`src/design/psms_pkg.sv`:
```
// types, constants and small decode functions shared by the move sequencer
// no dependencies
`default_nettype none

package psms_pkg;

    localparam int unsigned CODE_W = 5;
    localparam int unsigned FACE_W = 3;
    localparam int unsigned KIND_W = 2;
    localparam int unsigned LINE_W = 6;
    localparam int unsigned CFG_INDEX_W = 2;
    localparam int unsigned CFG_DATA_W = 24;
    localparam int unsigned HALF_W = 16;
    localparam int unsigned SETTLE_W = 16;
    localparam int unsigned TIME_W = 24;
    localparam int unsigned QUARTER_W = 12;
    localparam int unsigned PULSE_W = 13;

    localparam logic [CODE_W-1:0] CODE_MAX = 5'd17;

    // turn kinds
    localparam logic [KIND_W-1:0] KIND_CW = 2'd0;
    localparam logic [KIND_W-1:0] KIND_HALF = 2'd2;

    // configuration register indexes
    localparam logic [CFG_INDEX_W-1:0] CFG_HALF_PERIOD = 2'd0;
    localparam logic [CFG_INDEX_W-1:0] CFG_SETTLE = 2'd1;
    localparam logic [CFG_INDEX_W-1:0] CFG_DWELL = 2'd2;
    localparam logic [CFG_INDEX_W-1:0] CFG_QUARTER = 2'd3;

    localparam logic [HALF_W-1:0] HALF_PERIOD_RESET = 16'd500;
    localparam logic [SETTLE_W-1:0] SETTLE_RESET = 16'd50;
    localparam logic [TIME_W-1:0] DWELL_RESET = 24'd100000;
    localparam logic [QUARTER_W-1:0] QUARTER_RESET = 12'd200;

    typedef struct packed {
        logic                is_tick;
        logic                code_ok;
        logic                last;
        logic [FACE_W-1:0]   face;
        logic [KIND_W-1:0]   kind;
    } t_item;

    typedef struct packed {
        logic                pair;
        logic [KIND_W-1:0]   kind_b;
        logic [FACE_W-1:0]   face_b;
        logic [KIND_W-1:0]   kind_a;
        logic [FACE_W-1:0]   face_a;
    } t_cmd;

    typedef struct packed {
        logic [LINE_W-1:0]   step_lines;
        logic [LINE_W-1:0]   dir_lines;
        logic                busy_res;
        logic                accepted;
    } t_result;

    function automatic logic [FACE_W-1:0] code_face(input logic [CODE_W-1:0] code);
        logic [FACE_W-1:0] face;
        case (code) inside
            [5'd0:5'd2]:   face = 3'd0;
            [5'd3:5'd5]:   face = 3'd1;
            [5'd6:5'd8]:   face = 3'd2;
            [5'd9:5'd11]:  face = 3'd3;
            [5'd12:5'd14]: face = 3'd4;
            [5'd15:5'd17]: face = 3'd5;
            default:       face = 3'd0;
        endcase
        return face;
    endfunction

    function automatic logic [KIND_W-1:0] code_kind(input logic [CODE_W-1:0] code);
        logic [CODE_W-1:0] base;
        base = CODE_W'({2'b00, code_face(code)} * 5'd3);
        return KIND_W'(code - base);
    endfunction

    function automatic logic [FACE_W-1:0] opposite_face(input logic [FACE_W-1:0] face);
        logic [FACE_W-1:0] opp;
        case (face)
            3'd0:    opp = 3'd5;
            3'd1:    opp = 3'd3;
            3'd2:    opp = 3'd4;
            3'd3:    opp = 3'd1;
            3'd4:    opp = 3'd2;
            3'd5:    opp = 3'd0;
            default: opp = 3'd0;
        endcase
        return opp;
    endfunction

    function automatic logic [LINE_W-1:0] face_bit(input logic [FACE_W-1:0] face);
        logic [LINE_W-1:0] bits;
        bits = '0;
        if (face < FACE_W'(LINE_W)) begin
            bits[face] = 1'b1;
        end
        return bits;
    endfunction

    function automatic t_cmd make_single(input logic [FACE_W-1:0] face,
                                         input logic [KIND_W-1:0] kind);
        t_cmd cmd;
        cmd = '0;
        cmd.face_a = face;
        cmd.kind_a = kind;
        return cmd;
    endfunction

endpackage

`default_nettype wire

```
`src/design/paired_stepper_move_sequencer.sv`:
```
// path: an item is registered in the item queue, and its result in the result queue
// throughput: one item per cycle while the result queue has room; a move that
// flushes a held, non-opposite code stores it, then itself (one store write port)
// reset: synchronous active low; clears queues, pairing and run state and
// restores register defaults; command store contents are not cleared
`default_nettype none

module paired_stepper_move_sequencer #(
    parameter int unsigned QUEUE_DEPTH = 16
) (
    input  wire logic                              i_clk,
    input  wire logic                              i_rst_n,
    input  wire logic                              push,
    output logic                                   full,
    input  wire logic                              i_mode,
    input  wire logic [psms_pkg::CODE_W-1:0]       i_move_code,
    input  wire logic                              i_last_move,
    output logic                                   empty,
    input  wire logic                              pop,
    output logic [psms_pkg::LINE_W-1:0]            o_step_lines,
    output logic [psms_pkg::LINE_W-1:0]            o_dir_lines,
    output logic                                   o_busy_res,
    output logic                                   o_accepted,
    input  wire logic                              i_cfg_valid,
    output logic                                   o_cfg_ready,
    input  wire logic [psms_pkg::CFG_INDEX_W-1:0]  i_cfg_index,
    input  wire logic [psms_pkg::CFG_DATA_W-1:0]   i_cfg_data
);

    localparam int unsigned RESULT_W = $bits(psms_pkg::t_result);

    psms_pkg::t_item   item;
    logic              item_valid, item_take;
    psms_pkg::t_result result_in, result_out;
    logic              result_push, result_full;

    assign o_cfg_ready = 1'b1;

    psms_front u_front (
        .i_clk        (i_clk),
        .i_rst_n      (i_rst_n),
        .push         (push),
        .full         (full),
        .i_mode       (i_mode),
        .i_move_code  (i_move_code),
        .i_last_move  (i_last_move),
        .o_item       (item),
        .o_item_valid (item_valid),
        .i_item_take  (item_take)
    );

    psms_back #(
        .QUEUE_DEPTH (QUEUE_DEPTH)
    ) u_back (
        .i_clk         (i_clk),
        .i_rst_n       (i_rst_n),
        .i_cfg_valid   (i_cfg_valid),
        .i_cfg_index   (i_cfg_index),
        .i_cfg_data    (i_cfg_data),
        .i_item        (item),
        .i_item_valid  (item_valid),
        .o_item_take   (item_take),
        .o_result      (result_in),
        .o_result_push (result_push),
        .i_result_full (result_full)
    );

    psms_fifo #(
        .WIDTH (RESULT_W),
        .DEPTH (2)
    ) u_result_q (
        .i_clk     (i_clk),
        .i_rst_n   (i_rst_n),
        .i_wr_en   (result_push),
        .i_wr_data (result_in),
        .o_full    (result_full),
        .i_rd_en   (pop),
        .o_rd_data (result_out),
        .o_empty   (empty)
    );

    assign o_step_lines = result_out.step_lines;
    assign o_dir_lines  = result_out.dir_lines;
    assign o_busy_res   = result_out.busy_res;
    assign o_accepted   = result_out.accepted;

endmodule

`default_nettype wire

```
`src/design/psms_fifo.sv`:
```
// small first-in first-out queue of packed words, flop based
// no dependencies
`default_nettype none

module psms_fifo #(
    parameter int unsigned WIDTH = 8,
    parameter int unsigned DEPTH = 2
) (
    input  wire logic             i_clk,
    input  wire logic             i_rst_n,
    input  wire logic             i_wr_en,
    input  wire logic [WIDTH-1:0] i_wr_data,
    output logic                  o_full,
    input  wire logic             i_rd_en,
    output logic [WIDTH-1:0]      o_rd_data,
    output logic                  o_empty
);

    localparam int unsigned PTR_W = (DEPTH > 1) ? $clog2(DEPTH) : 1;
    localparam int unsigned CNT_W = $clog2(DEPTH + 1);
    localparam logic [PTR_W-1:0] PTR_LAST = PTR_W'(DEPTH - 1);
    localparam logic [CNT_W-1:0] CNT_FULL = CNT_W'(DEPTH);

    logic [WIDTH-1:0] r_mem [DEPTH];
    logic [PTR_W-1:0] r_rd_ptr, n_rd_ptr;
    logic [PTR_W-1:0] r_wr_ptr, n_wr_ptr;
    logic [CNT_W-1:0] r_count, n_count;
    logic             wr_go, rd_go;

    assign o_full    = (r_count == CNT_FULL);
    assign o_empty   = (r_count == '0);
    assign o_rd_data = r_mem[r_rd_ptr];
    assign wr_go     = i_wr_en && !o_full;
    assign rd_go     = i_rd_en && !o_empty;

    always_comb begin
        n_rd_ptr = r_rd_ptr;
        n_wr_ptr = r_wr_ptr;
        n_count  = r_count;
        if (wr_go) begin
            n_wr_ptr = (r_wr_ptr == PTR_LAST) ? '0 : r_wr_ptr + 1'b1;
        end
        if (rd_go) begin
            n_rd_ptr = (r_rd_ptr == PTR_LAST) ? '0 : r_rd_ptr + 1'b1;
        end
        if (wr_go && !rd_go) begin
            n_count = r_count + 1'b1;
        end else if (rd_go && !wr_go) begin
            n_count = r_count - 1'b1;
        end
    end

    always_ff @(posedge i_clk) begin
        if (!i_rst_n) begin
            r_rd_ptr <= '0;
            r_wr_ptr <= '0;
            r_count  <= '0;
        end else begin
            r_rd_ptr <= n_rd_ptr;
            r_wr_ptr <= n_wr_ptr;
            r_count  <= n_count;
        end
    end

    always_ff @(posedge i_clk) begin
        if (wr_go) begin
            r_mem[r_wr_ptr] <= i_wr_data;
        end
    end

endmodule

`default_nettype wire

```
`src/design/psms_front.sv`:
```
// front end: takes input beats, splits move codes into face and turn kind,
// and queues the classified items for the back end; uses psms_pkg, psms_fifo
`default_nettype none

module psms_front (
    input  wire logic                         i_clk,
    input  wire logic                         i_rst_n,
    input  wire logic                         push,
    output logic                              full,
    input  wire logic                         i_mode,
    input  wire logic [psms_pkg::CODE_W-1:0]  i_move_code,
    input  wire logic                         i_last_move,
    output psms_pkg::t_item                   o_item,
    output logic                              o_item_valid,
    input  wire logic                         i_item_take
);

    localparam int unsigned ITEM_W = $bits(psms_pkg::t_item);

    psms_pkg::t_item item;
    logic            item_empty;

    always_comb begin
        item.is_tick = i_mode;
        item.code_ok = (i_move_code <= psms_pkg::CODE_MAX);
        item.last    = i_last_move;
        item.face    = psms_pkg::code_face(i_move_code);
        item.kind    = psms_pkg::code_kind(i_move_code);
    end

    psms_fifo #(
        .WIDTH (ITEM_W),
        .DEPTH (2)
    ) u_item_q (
        .i_clk     (i_clk),
        .i_rst_n   (i_rst_n),
        .i_wr_en   (push),
        .i_wr_data (item),
        .o_full    (full),
        .i_rd_en   (i_item_take),
        .o_rd_data (o_item),
        .o_empty   (item_empty)
    );

    assign o_item_valid = !item_empty;

endmodule

`default_nettype wire

```
`src/design/psms_back.sv`:
```
// back end: pairs opposite-face moves, keeps the command store and runs the
// direction, settle, pulse and dwell sequence on tick items; uses psms_pkg
`default_nettype none

module psms_back #(
    parameter int unsigned QUEUE_DEPTH = 16
) (
    input  wire logic                              i_clk,
    input  wire logic                              i_rst_n,
    input  wire logic                              i_cfg_valid,
    input  wire logic [psms_pkg::CFG_INDEX_W-1:0]  i_cfg_index,
    input  wire logic [psms_pkg::CFG_DATA_W-1:0]   i_cfg_data,
    input  wire psms_pkg::t_item                   i_item,
    input  wire logic                              i_item_valid,
    output logic                                   o_item_take,
    output psms_pkg::t_result                      o_result,
    output logic                                   o_result_push,
    input  wire logic                              i_result_full
);

    localparam int unsigned PTR_W = $clog2(QUEUE_DEPTH);
    localparam int unsigned CNT_W = $clog2(QUEUE_DEPTH + 1);
    localparam logic [PTR_W-1:0] PTR_LAST = PTR_W'(QUEUE_DEPTH - 1);
    localparam logic [CNT_W-1:0] ROOM_LIMIT = CNT_W'(QUEUE_DEPTH - 2);
    localparam int unsigned TIME_W = psms_pkg::TIME_W;
    localparam int unsigned PULSE_W = psms_pkg::PULSE_W;
    localparam int unsigned LINE_W = psms_pkg::LINE_W;

    typedef enum logic [2:0] {
        PH_IDLE,
        PH_SETTLE_A,
        PH_SETTLE_B,
        PH_JOINT,
        PH_EXTRA,
        PH_DWELL
    } t_phase;

    // configuration
    logic [psms_pkg::HALF_W-1:0]    r_half_period;
    logic [psms_pkg::SETTLE_W-1:0]  r_settle;
    logic [TIME_W-1:0]              r_dwell;
    logic [psms_pkg::QUARTER_W-1:0] r_quarter;

    // pairing state
    logic                        r_held_valid, n_held_valid;
    logic [psms_pkg::FACE_W-1:0] r_held_face, n_held_face;
    logic [psms_pkg::KIND_W-1:0] r_held_kind, n_held_kind;
    logic                        r_split, n_split;

    // command store
    psms_pkg::t_cmd   r_store [QUEUE_DEPTH];
    psms_pkg::t_cmd   r_head;
    logic [PTR_W-1:0] r_rd_ptr, n_rd_ptr;
    logic [PTR_W-1:0] r_wr_ptr, n_wr_ptr;
    logic [CNT_W-1:0] r_count, n_count;
    logic             wr_en;
    psms_pkg::t_cmd   wr_cmd;

    // runner
    t_phase              r_phase, n_phase;
    logic [PULSE_W-1:0]  r_pulse, n_pulse;
    logic [TIME_W-1:0]   r_time, n_time;
    logic [LINE_W-1:0]   r_step, n_step;
    logic [LINE_W-1:0]   r_dir, n_dir;

    logic                        go, accepted, no_room, opp_match;
    logic [psms_pkg::QUARTER_W-1:0] quarter;
    logic [PULSE_W-1:0]          steps_a, steps_b, joint_n;
    logic [LINE_W-1:0]           joint_mask, longer_mask, pulse_mask;
    logic                        extra_needed, pulse_done;
    logic [TIME_W-1:0]           half_ext, settle_ext;
    logic [PULSE_W-1:0]          pulse_dec;

    assign go         = i_item_valid && !i_result_full;
    assign no_room    = (r_count > ROOM_LIMIT);
    assign opp_match  = (psms_pkg::opposite_face(r_held_face) == i_item.face);
    assign half_ext   = TIME_W'(r_half_period);
    assign settle_ext = TIME_W'(r_settle);

    // per-command step figures, from the head command
    always_comb begin
        quarter = (r_quarter == '0) ? psms_pkg::QUARTER_W'(1) : r_quarter;
        steps_a = (r_head.kind_a == psms_pkg::KIND_HALF) ? {quarter, 1'b0} : {1'b0, quarter};
        steps_b = (r_head.kind_b == psms_pkg::KIND_HALF) ? {quarter, 1'b0} : {1'b0, quarter};
        joint_n = (r_head.pair && (steps_b < steps_a)) ? steps_b : steps_a;
        joint_mask = psms_pkg::face_bit(r_head.face_a)
                   | (r_head.pair ? psms_pkg::face_bit(r_head.face_b) : '0);
        longer_mask = (steps_a > steps_b) ? psms_pkg::face_bit(r_head.face_a)
                                          : psms_pkg::face_bit(r_head.face_b);
        extra_needed = r_head.pair && (steps_a != steps_b);
        pulse_mask = (r_phase == PH_EXTRA) ? longer_mask : joint_mask;
        pulse_dec = (r_pulse != '0) ? r_pulse - 1'b1 : '0;
    end

    always_comb begin
        n_held_valid = r_held_valid;
        n_held_face  = r_held_face;
        n_held_kind  = r_held_kind;
        n_split      = r_split;
        n_rd_ptr     = r_rd_ptr;
        n_wr_ptr     = r_wr_ptr;
        n_count      = r_count;
        n_phase      = r_phase;
        n_pulse      = r_pulse;
        n_time       = r_time;
        n_step       = r_step;
        n_dir        = r_dir;
        wr_en        = 1'b0;
        wr_cmd       = '0;
        accepted     = 1'b0;
        pulse_done   = 1'b0;
        o_item_take   = 1'b0;
        o_result_push = 1'b0;

        if (go) begin
            o_item_take   = 1'b1;
            o_result_push = 1'b1;
            if (i_item.is_tick) begin
                case (r_phase)
                    PH_IDLE: begin
                        if (r_count != '0) begin
                            n_dir = (r_head.kind_a == psms_pkg::KIND_CW)
                                  ? (r_dir | psms_pkg::face_bit(r_head.face_a))
                                  : (r_dir & ~psms_pkg::face_bit(r_head.face_a));
                            n_time  = settle_ext;
                            n_phase = PH_SETTLE_A;
                        end
                    end
                    PH_SETTLE_A, PH_SETTLE_B: begin
                        if (r_time > TIME_W'(1)) begin
                            n_time = r_time - 1'b1;
                        end else if (r_phase == PH_SETTLE_A && r_head.pair) begin
                            n_dir = (r_head.kind_b == psms_pkg::KIND_CW)
                                  ? (r_dir | psms_pkg::face_bit(r_head.face_b))
                                  : (r_dir & ~psms_pkg::face_bit(r_head.face_b));
                            n_time  = settle_ext;
                            n_phase = PH_SETTLE_B;
                        end else begin
                            n_phase = PH_JOINT;
                            n_step  = joint_mask;
                            n_pulse = joint_n;
                            n_time  = half_ext;
                        end
                    end
                    PH_JOINT, PH_EXTRA: begin
                        // one tick of the pulse train: high half, low half, count
                        if (r_time > TIME_W'(1)) begin
                            n_time = r_time - 1'b1;
                        end else begin
                            n_time = half_ext;
                            if (r_step != '0) begin
                                n_step = '0;
                            end else begin
                                n_pulse = pulse_dec;
                                if (pulse_dec != '0) begin
                                    n_step = pulse_mask;
                                end else begin
                                    pulse_done = 1'b1;
                                end
                            end
                        end
                        if (pulse_done) begin
                            if (r_phase == PH_JOINT && extra_needed) begin
                                n_phase = PH_EXTRA;
                                n_step  = longer_mask;
                                n_pulse = {1'b0, quarter};
                                n_time  = half_ext;
                            end else begin
                                n_phase = PH_DWELL;
                                n_time  = r_dwell;
                            end
                        end
                    end
                    PH_DWELL: begin
                        if (r_time > TIME_W'(1)) begin
                            n_time = r_time - 1'b1;
                        end else begin
                            n_rd_ptr = (r_rd_ptr == PTR_LAST) ? '0 : r_rd_ptr + 1'b1;
                            if (r_count != '0) begin
                                n_count = r_count - 1'b1;
                            end
                            n_phase = PH_IDLE;
                        end
                    end
                    default: begin
                        n_phase = PH_IDLE;
                    end
                endcase
            end else if (r_split) begin
                // second beat of a move that flushes a held code and itself
                wr_en    = 1'b1;
                wr_cmd   = psms_pkg::make_single(i_item.face, i_item.kind);
                n_split  = 1'b0;
                accepted = 1'b1;
            end else if (i_item.code_ok && !no_room) begin
                accepted = 1'b1;
                if (r_held_valid && opp_match) begin
                    wr_en         = 1'b1;
                    wr_cmd        = psms_pkg::make_single(r_held_face, r_held_kind);
                    wr_cmd.pair   = 1'b1;
                    wr_cmd.face_b = i_item.face;
                    wr_cmd.kind_b = i_item.kind;
                    n_held_valid  = 1'b0;
                end else if (r_held_valid && i_item.last) begin
                    // one store write per cycle: the move itself stays queued and is written via r_split
                    wr_en         = 1'b1;
                    wr_cmd        = psms_pkg::make_single(r_held_face, r_held_kind);
                    n_held_valid  = 1'b0;
                    n_split       = 1'b1;
                    o_item_take   = 1'b0;
                    o_result_push = 1'b0;
                end else if (r_held_valid) begin
                    wr_en       = 1'b1;
                    wr_cmd      = psms_pkg::make_single(r_held_face, r_held_kind);
                    n_held_face = i_item.face;
                    n_held_kind = i_item.kind;
                end else if (i_item.last) begin
                    wr_en  = 1'b1;
                    wr_cmd = psms_pkg::make_single(i_item.face, i_item.kind);
                end else begin
                    n_held_valid = 1'b1;
                    n_held_face  = i_item.face;
                    n_held_kind  = i_item.kind;
                end
            end
        end

        if (wr_en) begin
            n_wr_ptr = (r_wr_ptr == PTR_LAST) ? '0 : r_wr_ptr + 1'b1;
            n_count  = r_count + 1'b1;
        end

        o_result.step_lines = n_step;
        o_result.dir_lines  = n_dir;
        o_result.busy_res   = (n_phase != PH_IDLE) || (n_count != '0);
        o_result.accepted   = accepted;
    end

    always_ff @(posedge i_clk) begin
        if (!i_rst_n) begin
            r_half_period <= psms_pkg::HALF_PERIOD_RESET;
            r_settle      <= psms_pkg::SETTLE_RESET;
            r_dwell       <= psms_pkg::DWELL_RESET;
            r_quarter     <= psms_pkg::QUARTER_RESET;
            r_held_valid  <= 1'b0;
            r_held_face   <= '0;
            r_held_kind   <= '0;
            r_split       <= 1'b0;
            r_rd_ptr      <= '0;
            r_wr_ptr      <= '0;
            r_count       <= '0;
            r_phase       <= PH_IDLE;
            r_pulse       <= '0;
            r_time        <= '0;
            r_step        <= '0;
            r_dir         <= '0;
        end else begin
            if (i_cfg_valid) begin
                case (i_cfg_index)
                    psms_pkg::CFG_HALF_PERIOD: r_half_period <= i_cfg_data[15:0];
                    psms_pkg::CFG_SETTLE:      r_settle      <= i_cfg_data[15:0];
                    psms_pkg::CFG_DWELL:       r_dwell       <= i_cfg_data;
                    psms_pkg::CFG_QUARTER:     r_quarter     <= i_cfg_data[11:0];
                    default: ;
                endcase
            end
            r_held_valid <= n_held_valid;
            r_held_face  <= n_held_face;
            r_held_kind  <= n_held_kind;
            r_split      <= n_split;
            r_rd_ptr     <= n_rd_ptr;
            r_wr_ptr     <= n_wr_ptr;
            r_count      <= n_count;
            r_phase      <= n_phase;
            r_pulse      <= n_pulse;
            r_time       <= n_time;
            r_step       <= n_step;
            r_dir        <= n_dir;
        end
    end

    // store write and registered head read, with bypass of a write to the head slot
    always_ff @(posedge i_clk) begin
        if (wr_en) begin
            r_store[r_wr_ptr] <= wr_cmd;
        end
        if (wr_en && (r_wr_ptr == n_rd_ptr)) begin
            r_head <= wr_cmd;
        end else begin
            r_head <= r_store[n_rd_ptr];
        end
    end

endmodule

`default_nettype wire

```
`config.mk`:
```
export PLATFORM = sky130hd
export DESIGN_NAME = paired_stepper_move_sequencer
export DESIGN_NICKNAME = d
export VERILOG_FILES = /design/src/design/psms_pkg.sv /design/src/design/paired_stepper_move_sequencer.sv /design/src/design/psms_fifo.sv /design/src/design/psms_front.sv /design/src/design/psms_back.sv
export SDC_FILE = /design/constraint.sdc
export NUM_CORES = 1
export LEC_CHECK = 0
export ABC_CLOCK_PERIOD_IN_PS = 5600
export BUFFER_PORTS_ARGS = -buffer_cell sky130_fd_sc_hd__clkbuf_2
export CORE_ASPECT_RATIO = 0.8
export CORE_MARGIN = 2
export CORE_UTILIZATION = 40
export CTS_CLUSTER_SIZE = 16
export DETAILED_ROUTE_END_ITERATION = 12
export GPL_ROUTABILITY_DRIVEN = 0
export PLACE_DENSITY = 0.61
export SLEW_MARGIN = 20
export SYNTH_ARGS = -nofsm -noshare
export SYNTH_HDL_FRONTEND = slang
export SYNTH_SLANG_ARGS = --single-unit
export TNS_END_PERCENT = 1
```
`constraint.sdc`:
```
create_clock -name i_clk -period 5.6 [get_ports i_clk]
set_input_delay 0.56 -clock i_clk [delete_from_list [all_inputs] [get_ports i_clk]]
set_output_delay 0.56 -clock i_clk [all_outputs]
set_load 0.01 [all_outputs]
```
# After elaboration in Yosys (flattened, before gate mapping)
# Memory sizes are Yosys's and may differ from the RTL's. A register that Yosys moved wholly into a read port is not among the register bits.
# Cells that the tools add are included.
dict set report word_totals {
  ff_bits 148
  ramBits 220
  output_inout_bits 17
  wordCells 308
  mem_count 3
}
# name words width read_ports rd_ports_with_merged_regs wr line_no
set mem_list {}
lappend mem_list {u_back.r_store 16 11 1 1 1 psms_back.sv:51} ;# psms_pkg::t_cmd r_store [QUEUE_DEPTH];
lappend mem_list {u_result_q.r_mem 2 14 1 1 1 psms_fifo.sv:24} ;# logic [WIDTH-1:0] r_mem [DEPTH];
lappend mem_list {u_front.u_item_q.r_mem 2 8 1 1 1 psms_fifo.sv:24}
dict set report op_classes {
  addsub 15
  mul 1
  magnitude_cmp 22
  n_eq_ne 25
  muxes 146
  bitwise 11
  reduce_logical 63
}
# op n
set ops {}
lappend ops {{two-way mux 6 bit} 30}
lappend ops {{two-way mux 24 bit} 6}
lappend ops {{two-way mux 13 bit} 10}
lappend ops {{case mux 24 bit (4 select lines)} 1}
lappend ops {{two-way mux 11 bit} 7}
lappend ops {{two-way mux 1 bit} 50}
lappend ops {{two-way mux 3 bit} 14}
lappend ops {{two-way mux 5 bit} 7}
lappend ops {{case mux 13 bit (2 select lines)} 1}
lappend ops {{nonzero test 13 bit} 2}
lappend ops {{greater-than comparator 24 x 1 -> 1 bit, second input constant} 1}
lappend ops {{logical AND 1 bit} 24}
lappend ops {{two-way mux 4 bit} 6}
lappend ops {{case mux 6 bit (2 select lines)} 2}
lappend ops {{subtractor 24 x 1 -> 24 bit, second input constant} 1}
lappend ops {{OR 6 bit} 3}
lappend ops {{two-way mux 16 bit} 1}
lappend ops {{greater-or-equal comparator 5 x 4 -> 1 bit, second input constant} 3}
lappend ops {{less-or-equal comparator 5 x 4 -> 1 bit, second input constant} 3}
lappend ops {{case mux 3 bit (5 select lines)} 1}
lappend ops {{greater-than comparator 13 bit} 1}
lappend ops {{less-than comparator 13 bit} 1}
lappend ops {{inequality test 13 bit} 1}
lappend ops {{subtractor 13 x 1 -> 13 bit, second input constant} 1}
lappend ops {{49 further kinds} 106}

# Logic depth before layout (Yosys ltp)
# Gate-level depths: netlist of run 1.
dict set report logic_depth {
  word_depth 18
  mapped_depth 19
}

# Cells and area by module
# A second synthesis of run 1 with hierarchy kept.
dict set report hier_totals {
  cells_unflattened 1719
  hier_area_um2 18420.2
}
# module n_inst cells_each area_per_inst_um2 seq_area_each_um2
set modules_own_cells {}
lappend modules_own_cells {psms_back 1 1562 16116.7 8167.8}
lappend modules_own_cells {{psms_fifo at u_result_q} 1 68 1237.4 940.9}
lappend modules_own_cells {{psms_fifo at u_front.u_item_q} 1 50 809.5 580.6}
lappend modules_own_cells {psms_front 1 37 245.2 0.0}
lappend modules_own_cells {paired_stepper_move_sequencer 1 2 11.3 0.0}

# Worst setup path after synthesis of run 1
# OpenSTA, ideal clock, no wires.
dict set report synth_path {
  path_type {reg2reg}
  startpoint {register with a tool-made name}
  endpoint {register u_back.r_pulse[1]}
  setup_time_ns 0.074
  arrival_ns 4.970
  required_time_ns 5.526
  slack_ns 0.556
  path_stages_with_launch 18
  n_path_buf 5
  synth_period_minus_slack_ns 5.044
  cell_sequence {dfxtp_1 -> buf_4 -> buf_2 -> mux4_2 -> mux4_2 -> nand2b_1 -> clkbuf_1 -> buf_2 -> mux2_2 -> ha_1 -> nand4_1 -> or4_1 -> nor2b_1 -> o21ai_1 -> clkbuf_1 -> nand2_1 -> a31o_2 -> o21ai_0}
}
# item line_no
set synth_lines {}
lappend synth_lines {{end signal: assignment} psms_back.sv:275} ;# r_pulse <= n_pulse;
lappend synth_lines {{end: declaration} psms_back.sv:61} ;# logic [PULSE_W-1:0] r_pulse, n_pulse;

==> run metrics, run 1 <==
run status complete, no violations; violation count after the first detailed-route iteration 1400; cell at the root of the clock tree clkbuf_16; Total Power Consumption 9.12 mW; worst path setup slack after routing just under 0.4 ns; leakage power total between 7 and 8 nW; average vias per placed instance about 5.8; pin count of the biggest net entering global routing 65; met1 track demand over resource 0.307; worst slack after detailed placement between 0.2 and 0.25 ns; number of max-slew violations in the final report 0; worst setup skew after layout 0.0242 ns; Post-Route Hold Slack approximately 0.22 ns; worst hold-check path type input port to flop; Area after DPL 19000 um2; GR met2 Demand/Resource 0.286; global-route wire length before repair between 70 and 80 mm; Total Die Area between 40000 and 50000 um2; count of input and output buffers 53; Clk Latency, worst-skew pair between 0.5 and 0.6 ns; Synth area leader edfxtp_1; cts-stage hold buffer count 0; Critical Path End Type flop; total half-perimeter wirelength after legalization and detailed placement ~32 mm; crit share post-route 0.931; vias in the first global route between 10000 and 15000; number of antenna violations at the first check in global routing 1; sequential share of the synthesized area 0.535; remaining antenna violation count after routing 0; area fraction of the dominant cell type after synthesis 0.365; clock transition at the registers of the reported paths roughly 0.060 ns; final-layout fill cell count 4111; peak ir drop on the vdd network between 0.2 and 0.3 mV; chip width approximately 240 um; clock tree from TritonCTS built; post-synthesis async set-or-reset flop share 0; max frequency roughly 0.19 GHz; area grow syn2layout 12.6%; Seq cells post-synth between 300 and 400; number of nets in the final layout approximately 1800; kind of start point of the critical path flop; overall routing resource usage 0.199; Starting Density 0.406; highest-utilization routing layer at the global route stage met1; Hold Violations, Final 0; routing usage on met3 0.0347; dominant synthesized flop cell edfxtp_1; Warnings, synthesis 0; Core ar. about 45000 um2; count of different cell masters after synthesis 86; Worst-Margin Slew 1.10 ns; cts bufs inserted 40; fraction of layout cells with a size suffix above 1 0.167; total via count in the routed design between 10000 and 15000; type of the setup path with the least slack flop to flop; grt total ovfl 0; clock tree sinks ~370; number of placed I/O pins between 50 and 60; Slew headroom 0.268; most frequent cell after synthesis edfxtp_1; top cells by area in the synthesized netlist edfxtp_1 (36%), dfxtp_1 (17%), mux4_2 (5.1%); number of placement rows between 60 and 70; crit path max fanout 22; power per cell area 448 nW/um2; Avg Cell Area, Syn about 11 um2; non-filler instance count after layout 2322; RSZ-0062 raised after global routing false; total of endpoints with negative setup slack in the final report 0; worst-case clock buffer depth 3; minimum clock period between 5 and 6 ns; max-cap check violation count 0; fin util 0.457; routed wire length 47.5 mm; post-layout instance area 20400 um2; data arrival time of the worst path roughly 5.5 ns; commonest cells in the netlist edfxtp_1 (220), nand2_1 (217), dfxtp_1 (154); cells after synthesis 1645; number of enable-type register cells in the synthesized netlist 220; drt pass-1 iters 8; number of placed instances with taps included 2248; H-Tree Depth 2; wire length per cell between 20 and 25 um; Post-Syn Area between 15000 and 20000 um2; die height 194 um; required time worst endpoint ~5.9 ns; number of nets in the synthesized netlist between 1500 and 2000; Post-Route Setup TNS 0 ns; residual DRC count 0
placed cells by master, fill, tap and decap left out, drive strengths merged, types with 36 or more instances in the layout:
cell    instances
dfxtp         154
buf            36
inv            43
edfxtp        220
o21ai          81
a21oi         123
nor3           36
mux4           41
clkbuf        106
nand2         218
mux2i          91
nand3          47
nor2          124
worst paths after layout:
check | start | to | slack [ns] | cells after the start
max | flop | u_result_q.r_mem[0][11]$_DFFE_PP_ | 0.39 | 14
min | i_mode | u_front.u_item_q.r_mem[1][7]$_DFFE_PP_ | 0.22 | 1
max reg2reg | flop | u_result_q.r_mem[0][11]$_DFFE_PP_ | 0.39 | 14
min reg2reg | u_back.r_settle[7]$_SDFFE_PN0P_ | u_back.r_settle[7]$_SDFFE_PN0P_ | 0.46 | 2
cells by family after synthesis:
group	synth area share
other	0.000207
muxes	0.119
adders and majority gates	0.0207
buffers and inverters	0.0308
and+or+nand+nor	0.150
AOI/OAI and AO/OA	0.126
xor gates and xnor gates	0.0184
DFF	0.535
flip-flops by register name, indices dropped and copies added (netlist names), 12 cells and up, named ones only:
signal and cells:
u_back.r_settle 16, u_back.r_time 24, u_front.u_item_q.r_mem 16, u_back.r_half_period 16, u_back.r_dwell 24, u_back.r_quarter 12, u_back.r_pulse 13, u_back.r_store 176
u_result_q.r_mem 28
worst max-delay path, cell delays in order (launching register included):
cell      delay, ns
dfxtp_4        0.62
mux4_2         0.57
mux4_2         0.54
nand2b_2       0.29
buf_4          0.22
mux2i_1        0.25
inv_1          0.07
ha_1           0.29
nand4_1        0.10
or4_1          0.53
nor2b_1        0.20
or2_2          0.33
o22ai_1        0.36
a22oi_1        0.12
o21ai_0        0.44
what timing repair did:
item / in CTS / in global routing
setup endpoints to repair: 0 / 10
resized for setup: 0 / 2
setup buffers: 0 / 0
power by group:
part           switching [mW]  total [mW]  internal [mW]  leakage, nW
combinational            1.95        3.13           1.18         3.57
clock                    1.12        2.70           1.58        0.643
sequential              0.164        3.29           3.12         3.08
layer usage:
| metal | wire length [um] | up-vias |
|---|---|---|
| met3 | 3690 | 59 |
| li1 | - | 6211 |
| met1 | 23000 | 6566 |
| met2 | 20000 | 520 |
| met4 | 823 | 0 |
| met5 | 0 | - |
cell type report:
type / count / area (um2) / share of cell area
Sequential cell: 374 / 9690 / 0.476
Multi-Input combinational cell: 1142 / 7910 / 0.388
Clock buffer: 53 / 1100 / 0.0540
Tap cell: 603 / 754 / 0.0370
Timing Repair Buffer: 89 / 536 / 0.0263
Clock inverter: 20 / 230 / 0.0113
Inverter: 40 / 150 / 0.00737
Antenna cell: 1 / 2.50 / 0.000123
(Power assumes the default switching activity.)
==> run 2, diff against run 1 <==
- ABC_CLOCK_PERIOD_IN_PS: 5600 -> 4900
- clock period: 5.6 -> 4.9 ns (I/O delays scaled with it)
==> run 2 against run 1 <==
Compared with the run above:
- via count decreased by 0.39%
- global-route usage increased by 0.22 points
- maximum frequency increased by 11%
- sequential share of layout area decreased by 0.65 points
- die area unchanged
- design area increased by 1.4%
- critical path type unchanged
- highest routed layer unchanged
==> run metrics, run 2 (synthesized netlist as in run 1, its figures left out) <==
residual DRC count 0 (unchanged); max-cap check violation count 0 (unchanged); cell with the largest stage delay on the worst path or4_1; power per cell area 522 nW/um2 (+17%); total via count in the routed design 13300 (-0.39%); routed wire length 47.5 mm (about the same); grt total ovfl 0 (unchanged); pin count of the biggest net entering global routing 63 (-3.1%); non-filler instance count after layout 2345 (+0.99%); endpoint of the most critical setup path u_result_q.r_mem[1][12]$_DFFE_PP_; Largest Register u_back.r_store; max frequency 0.213 GHz (+11%); wire length per cell 20.3 um (-0.93%); area grow syn2layout 14.1%; cts bufs inserted 41 (+2.5%); minimum clock period 4.69 ns (-0.522 ns); average vias per placed instance 5.67 (-1.4%); count of input and output buffers 53 (unchanged); type of the setup path with the least slack flop to flop; clock transition at the registers of the reported paths 0.06 ns (about the same); area of combinational cells with multiple inputs 7900 um2 (about the same); Total Power Consumption 10.8 mW (+18%); overall routing resource usage 0.201 (+0.00223); total area of sequential cells 9690 um2 (unchanged); Total Die Area 47000 um2 (unchanged); Top Registers u_back.r_store (176), u_result_q.r_mem (28); buffer and inverter count on the worst path 2 (unchanged); worst hold-check path type input port to flop; global-route wire length before repair 74.5 mm (+0.61%); violation count after the first detailed-route iteration 1428 (+2.0%); worst-case register-to-register setup slack 0.21 ns (-0.18 ns); drt pass-1 iters 6 (-2); run status complete, no violations; sequence of cells on the critical path buf_6 > mux4_2 > mux4_2 > nand2b_1 > buf_4 > mux2i_1 > ha_1 > nand3_1 > or4_1 > nor2b_1 > or2_2 > o2111ai_1 > o211ai_1 > a21oi_2 > nor2_1; kind of cell adding the most delay to the critical path simple AND/OR/NAND/NOR gates; clock tree sinks 374 (unchanged); number of placed instances with taps included 2264 (+0.71%); delay of the slowest critical-path stage 0.57 ns (-0.05 ns); crit share post-route 0.957 (+0.0265); most used cell along the critical path mux4_2; final-layout fill cell count 4119 (+0.19%); total half-perimeter wirelength after legalization and detailed placement 31.8 mm (+0.64%); die height 194 um (unchanged); top library cells by usage in the layout, fill and taps aside edfxtp_1 (220), nand2_1 (217), dfxtp_1 (152); Worst-Margin Slew 0.965 ns (-0.131 ns); most common cell after layout, fill and taps aside edfxtp_1; max FFs per register 176 (unchanged); H-Tree Depth 2 (unchanged); total of endpoints with negative setup slack in the final report 0 (unchanged); leakage power total 7.46 nW (+2.3%); number of placement rows 69 (unchanged); number of max-slew violations in the final report 0 (unchanged); worst-case clock buffer depth 3 (unchanged); Slew headroom 0.356 (+0.0878); kind of start point of the critical path flop; crit path max fanout 14 (-36%); required time worst endpoint 5.21 ns (-0.66 ns); fraction of layout cells with a size suffix above 1 0.176 (+0.00871); number of placed I/O pins 55 (unchanged); Critical Path End Type flop; number of antenna violations at the first check in global routing 1 (unchanged); number of nets in the final layout 1776 (+1.2%); capture point of the worst reg-to-reg path u_result_q.r_mem[1][12]$_DFFE_PP_; vias in the first global route 12800 (+1.3%); Starting Density 0.406 (unchanged); Clk Latency, worst-skew pair 0.56 ns (about the same); chip width 242 um (unchanged); length in cells of the worst reg-to-reg path 15 (+1); remaining antenna violation count after routing 0 (unchanged); peak ir drop on the vdd network 0.422 mV (+52%); Core ar. 44500 um2 (unchanged); data arrival time of the worst path 5.00 ns (-0.49 ns); critical path depth in cells 15 (+1); worst setup skew after layout 0.0170 ns (-0.00717 ns); cts-stage hold buffer count 0 (unchanged); cell at the root of the clock tree clkbuf_16; Hold Violations, Final 0 (unchanged); clock tree from TritonCTS built
[run 2: routing by layer]
metal  track usage  vias up  wire length [um]  share of wire
met4        0.0642        0              1040          0.022
li1              -     6265                 -              -
met3        0.0422       70              4090          0.086
met2         0.291      506             20100           0.42
met5             0        -                 0              0
met1         0.299     6463             22300           0.47
[run 2: where the power goes]
| group | internal [mW] | switching [mW] |
|---|---|---|
| Sequential | 3.57 | 0.189 |
| Clock | 1.95 | 1.30 |
| Combinational | 1.49 | 2.28 |
| Total | 7.01 | 3.77 |
[run 2: worst min path at each step]
stage / cells past startpoint / start / endpoint / slack, ns
2_1_floorplan: 2 / u_back.r_settle[7]$_SDFFE_PN0P_ / u_back.r_settle[7]$_SDFFE_PN0P_ / 0.44
3_3_place_gp: 2 / u_back.r_quarter[0]$_SDFFE_PN0P_ / u_back.r_quarter[0]$_SDFFE_PN0P_ / 0.45
3_5_place_dp: 2 / u_back.r_quarter[0]$_SDFFE_PN0P_ / u_back.r_quarter[0]$_SDFFE_PN0P_ / 0.45
4_1_cts: 1 / i_mode / u_front.u_item_q.r_mem[1][7]$_DFFE_PP_ / 0.09
5_1_grt: 1 / i_mode / u_front.u_item_q.r_mem[1][7]$_DFFE_PP_ / 0.1
6_report: 1 / i_mode / u_front.u_item_q.r_mem[1][7]$_DFFE_PP_ / 0.12
[run 2: cell type report]
cell class	count	area share
clock inverter	20	0.0125
antenna	1	0.000121
inverter	40	0.00727
sequential	374	0.469
tap	603	0.0365
timing repair buffer	109	0.0354
clock buffer	56	0.0564
multi-input combinational	1142	0.383
[run 2: per-stage QoR]
stage	utilization	area (um2)	hold slack (ns)	setup WS (ns)	setup TNS (ns)
after floorplan	-	18100	0.436	-0.0319	-0.0319
after global placement	0.430	19200	0.445	0.147	0
after detailed placement	0.430	19200	0.449	0.0124	0
after CTS	0.462	20600	0.0895	0.00388	0
after global routing	0.464	20700	0.0992	-0.00563	-0.0146
final	0.464	20700	0.123	0.210	0
[run 2: timing repair]
action,in CTS,in global routing
resized for setup,1,6
setup endpoints to repair,1,48
buffers inserted,0,4
==> run 3, diff against run 2 <==
- PLACE_DENSITY: 0.61 -> 0.59
==> run 3 against run 2 <==
Compared with the run above:
- register-to-register slack improved by 0.02 ns
- design area decreased by 0.69%
- combinational power decreased by 1%
- critical path type unchanged
- largest power group is now registers
- highest routed layer unchanged
==> run metrics, run 3 (synthesized netlist as in run 1, its figures left out) <==
Clk Latency, worst-skew pair 0.54 ns (-0.02 ns); number of antenna violations at the first check in global routing 0 (-1); data arrival time of the worst path 4.96 ns (-0.04 ns); area grow syn2layout 13.4%; most common cell after layout, fill and taps aside edfxtp_1; cell with the largest stage delay on the worst path or4_1; wire length per cell 20.3 um (+0.13%); Starting Density 0.406 (unchanged); Post-Route Hold Slack 0.158 ns (+0.0344 ns); worst setup skew after layout 0.0212 ns (+0.00419 ns); crit path max fanout 14 (unchanged); post-layout instance area 20500 um2 (-0.69%); chip width 242 um (unchanged); clock transition at the registers of the reported paths 0.06 ns (about the same); Critical Path End Type flop; Worst-Margin Slew 1.09 ns (+0.128 ns); routing usage on met3 0.0406 (-0.00166); hold path depth 1 (unchanged); max-cap check violation count 0 (unchanged); length in cells of the worst reg-to-reg path 15 (unchanged); top library cells by usage in the layout, fill and taps aside edfxtp_1 (220), nand2_1 (217), dfxtp_1 (152); leakage power total 7.41 nW (-0.73%); required time worst endpoint 5.18 ns (-0.03 ns); Core ar. 44500 um2 (unchanged); number of max-slew violations in the final report 0 (unchanged); Slew headroom 0.269 (-0.0864); vias in the first global route 12600 (-1.9%); peak ir drop on the vdd network 0.423 mV (+0.25%); worst hold-check path type input port to flop; type of the setup path with the least slack flop to flop; worst slack after detailed placement 0.0449 ns (+0.0325 ns); endpoint with the worst hold slack u_front.u_item_q.r_mem[1][7]$_DFFE_PP_; highest-utilization routing layer at the global route stage met1; pin count of the biggest net entering global routing 56 (-11%); average vias per placed instance 5.67 (about the same); cts bufs inserted 40 (-2.4%); violation count after the first detailed-route iteration 1413 (-1.1%); routed wire length 47.5 mm (about the same); cell at the root of the clock tree clkbuf_16; H-Tree Depth 2 (unchanged); clock tree from TritonCTS built; fin util 0.461 (-0.00320); Area after DPL 19200 um2 (about the same); grt total ovfl 0 (unchanged); Top Registers u_back.r_store (176), u_result_q.r_mem (28); number of nets in the final layout 1776 (unchanged); fraction of layout cells with a size suffix above 1 0.169 (-0.00660); delay of the slowest critical-path stage 0.59 ns (+0.02 ns); minimum clock period 4.67 ns (-0.0159 ns); total of endpoints with negative setup slack in the final report 0 (unchanged); kind of start point of the critical path flop; drt pass-1 iters 6 (unchanged); crit share post-route 0.954 (-0.00325); Total Die Area 47000 um2 (unchanged); number of placed I/O pins 55 (unchanged); met1 track demand over resource 0.304 (+0.00419); buffer and inverter count on the worst path 2 (unchanged); kind of cell adding the most delay to the critical path simple AND/OR/NAND/NOR gates; count of input and output buffers 53 (unchanged); run status complete, no violations; sequence of cells on the critical path buf_4 > mux4_2 > mux4_2 > nand2b_1 > buf_4 > mux2i_1 > ha_1 > nand4_1 > or4_1 > nor2b_1 > or2_2 > o2111ai_1 > o211ai_1 > a21oi_1 > nor2_1; global-route wire length before repair 73.7 mm (-1.1%); die height 194 um (unchanged); Hold Violations, Final 0 (unchanged); worst-case clock buffer depth 3 (unchanged); capture point of the worst reg-to-reg path u_result_q.r_mem[1][12]$_DFFE_PP_; GR met2 Demand/Resource 0.288 (-0.00266); RSZ-0062 raised after global routing false; max FFs per register 176 (unchanged); power per cell area 510 nW/um2 (-2.2%); max frequency 0.214 GHz (+0.34%); number of placement rows 69 (unchanged); total half-perimeter wirelength after legalization and detailed placement 32.1 mm (+1.0%); Post-Route Setup TNS 0 ns (unchanged); diode count 0 (-1); residual DRC count 0 (unchanged); worst path setup slack after routing 0.226 ns (+0.0159 ns); worst hold path startpoint i_mode; remaining antenna violation count after routing 0 (unchanged); total via count in the routed design 13300 (-0.19%); worst-case register-to-register setup slack 0.23 ns (+0.02 ns); Largest Register u_back.r_store; clock tree sinks 374 (unchanged); overall routing resource usage 0.199 (-0.00223)
-- run 3: worst max path at each step --
| stage | slack [ns] | startpoint | end | cells after the start |
|---|---|---|---|---|
| 3_5_place_dp | 0.04 | flop | u_back.r_step[2]$_SDFF_PN0_ | 15 |
| 4_1_cts | 0.06 | flop | u_back.r_step[2]$_SDFF_PN0_ | 15 |
| 3_3_place_gp | 0.13 | flop | u_back.r_step[2]$_SDFF_PN0_ | 15 |
| 6_report | 0.23 | flop | u_result_q.r_mem[1][12]$_DFFE_PP_ | 15 |
| 2_1_floorplan | -0.03 | flop | u_back.r_pulse[7]$_SDFFE_PN0P_ | 17 |
| 5_1_grt | 0.02 | flop | u_back.r_step[2]$_SDFF_PN0_ | 16 |
-- run 3: report_power, final --
part	internal [mW]	switching, mW	total, mW
Sequential	3.57	0.189	3.76
Combinational	1.47	2.24	3.72
Clock	1.75	1.25	3.00
-- run 3: routing by layer --
| metal | wire length (um) | vias to the layer above |
|---|---|---|
| met5 | 0 | - |
| met4 | 817 | 0 |
| met3 | 3580 | 59 |
| met2 | 20000 | 468 |
| met1 | 23100 | 6504 |
| li1 | - | 6248 |
-- run 3: what timing repair did --
action | in CTS | in global routing
resized for setup | 0 | 4
hold buffers | 0 | 0
setup buffers | 0 | 6
setup endpoints to repair | 0 | 48
-- run 3: stage by stage --
| step | std cells | total power [mW] |
|---|---|---|
| detailed placement | 2263 | 7.47 |
| finish | 2341 | 10.5 |
| floorplan | 1645 | 6.41 |
| global route | 2341 | 11.0 |
| CTS | 2335 | 10.5 |
| global placement | 2263 | 7.44 |
-- run 3: cell type report --
class / count / area, um2
Clock buffer: 52 / 1110
Timing Repair Buffer: 110 / 743
Inverter: 40 / 150
Tap cell: 603 / 754
Fill cell: 4153 / 24000
Clock inverter: 20 / 181
Multi-Input combinational cell: 1142 / 7890
Sequential cell: 374 / 9690
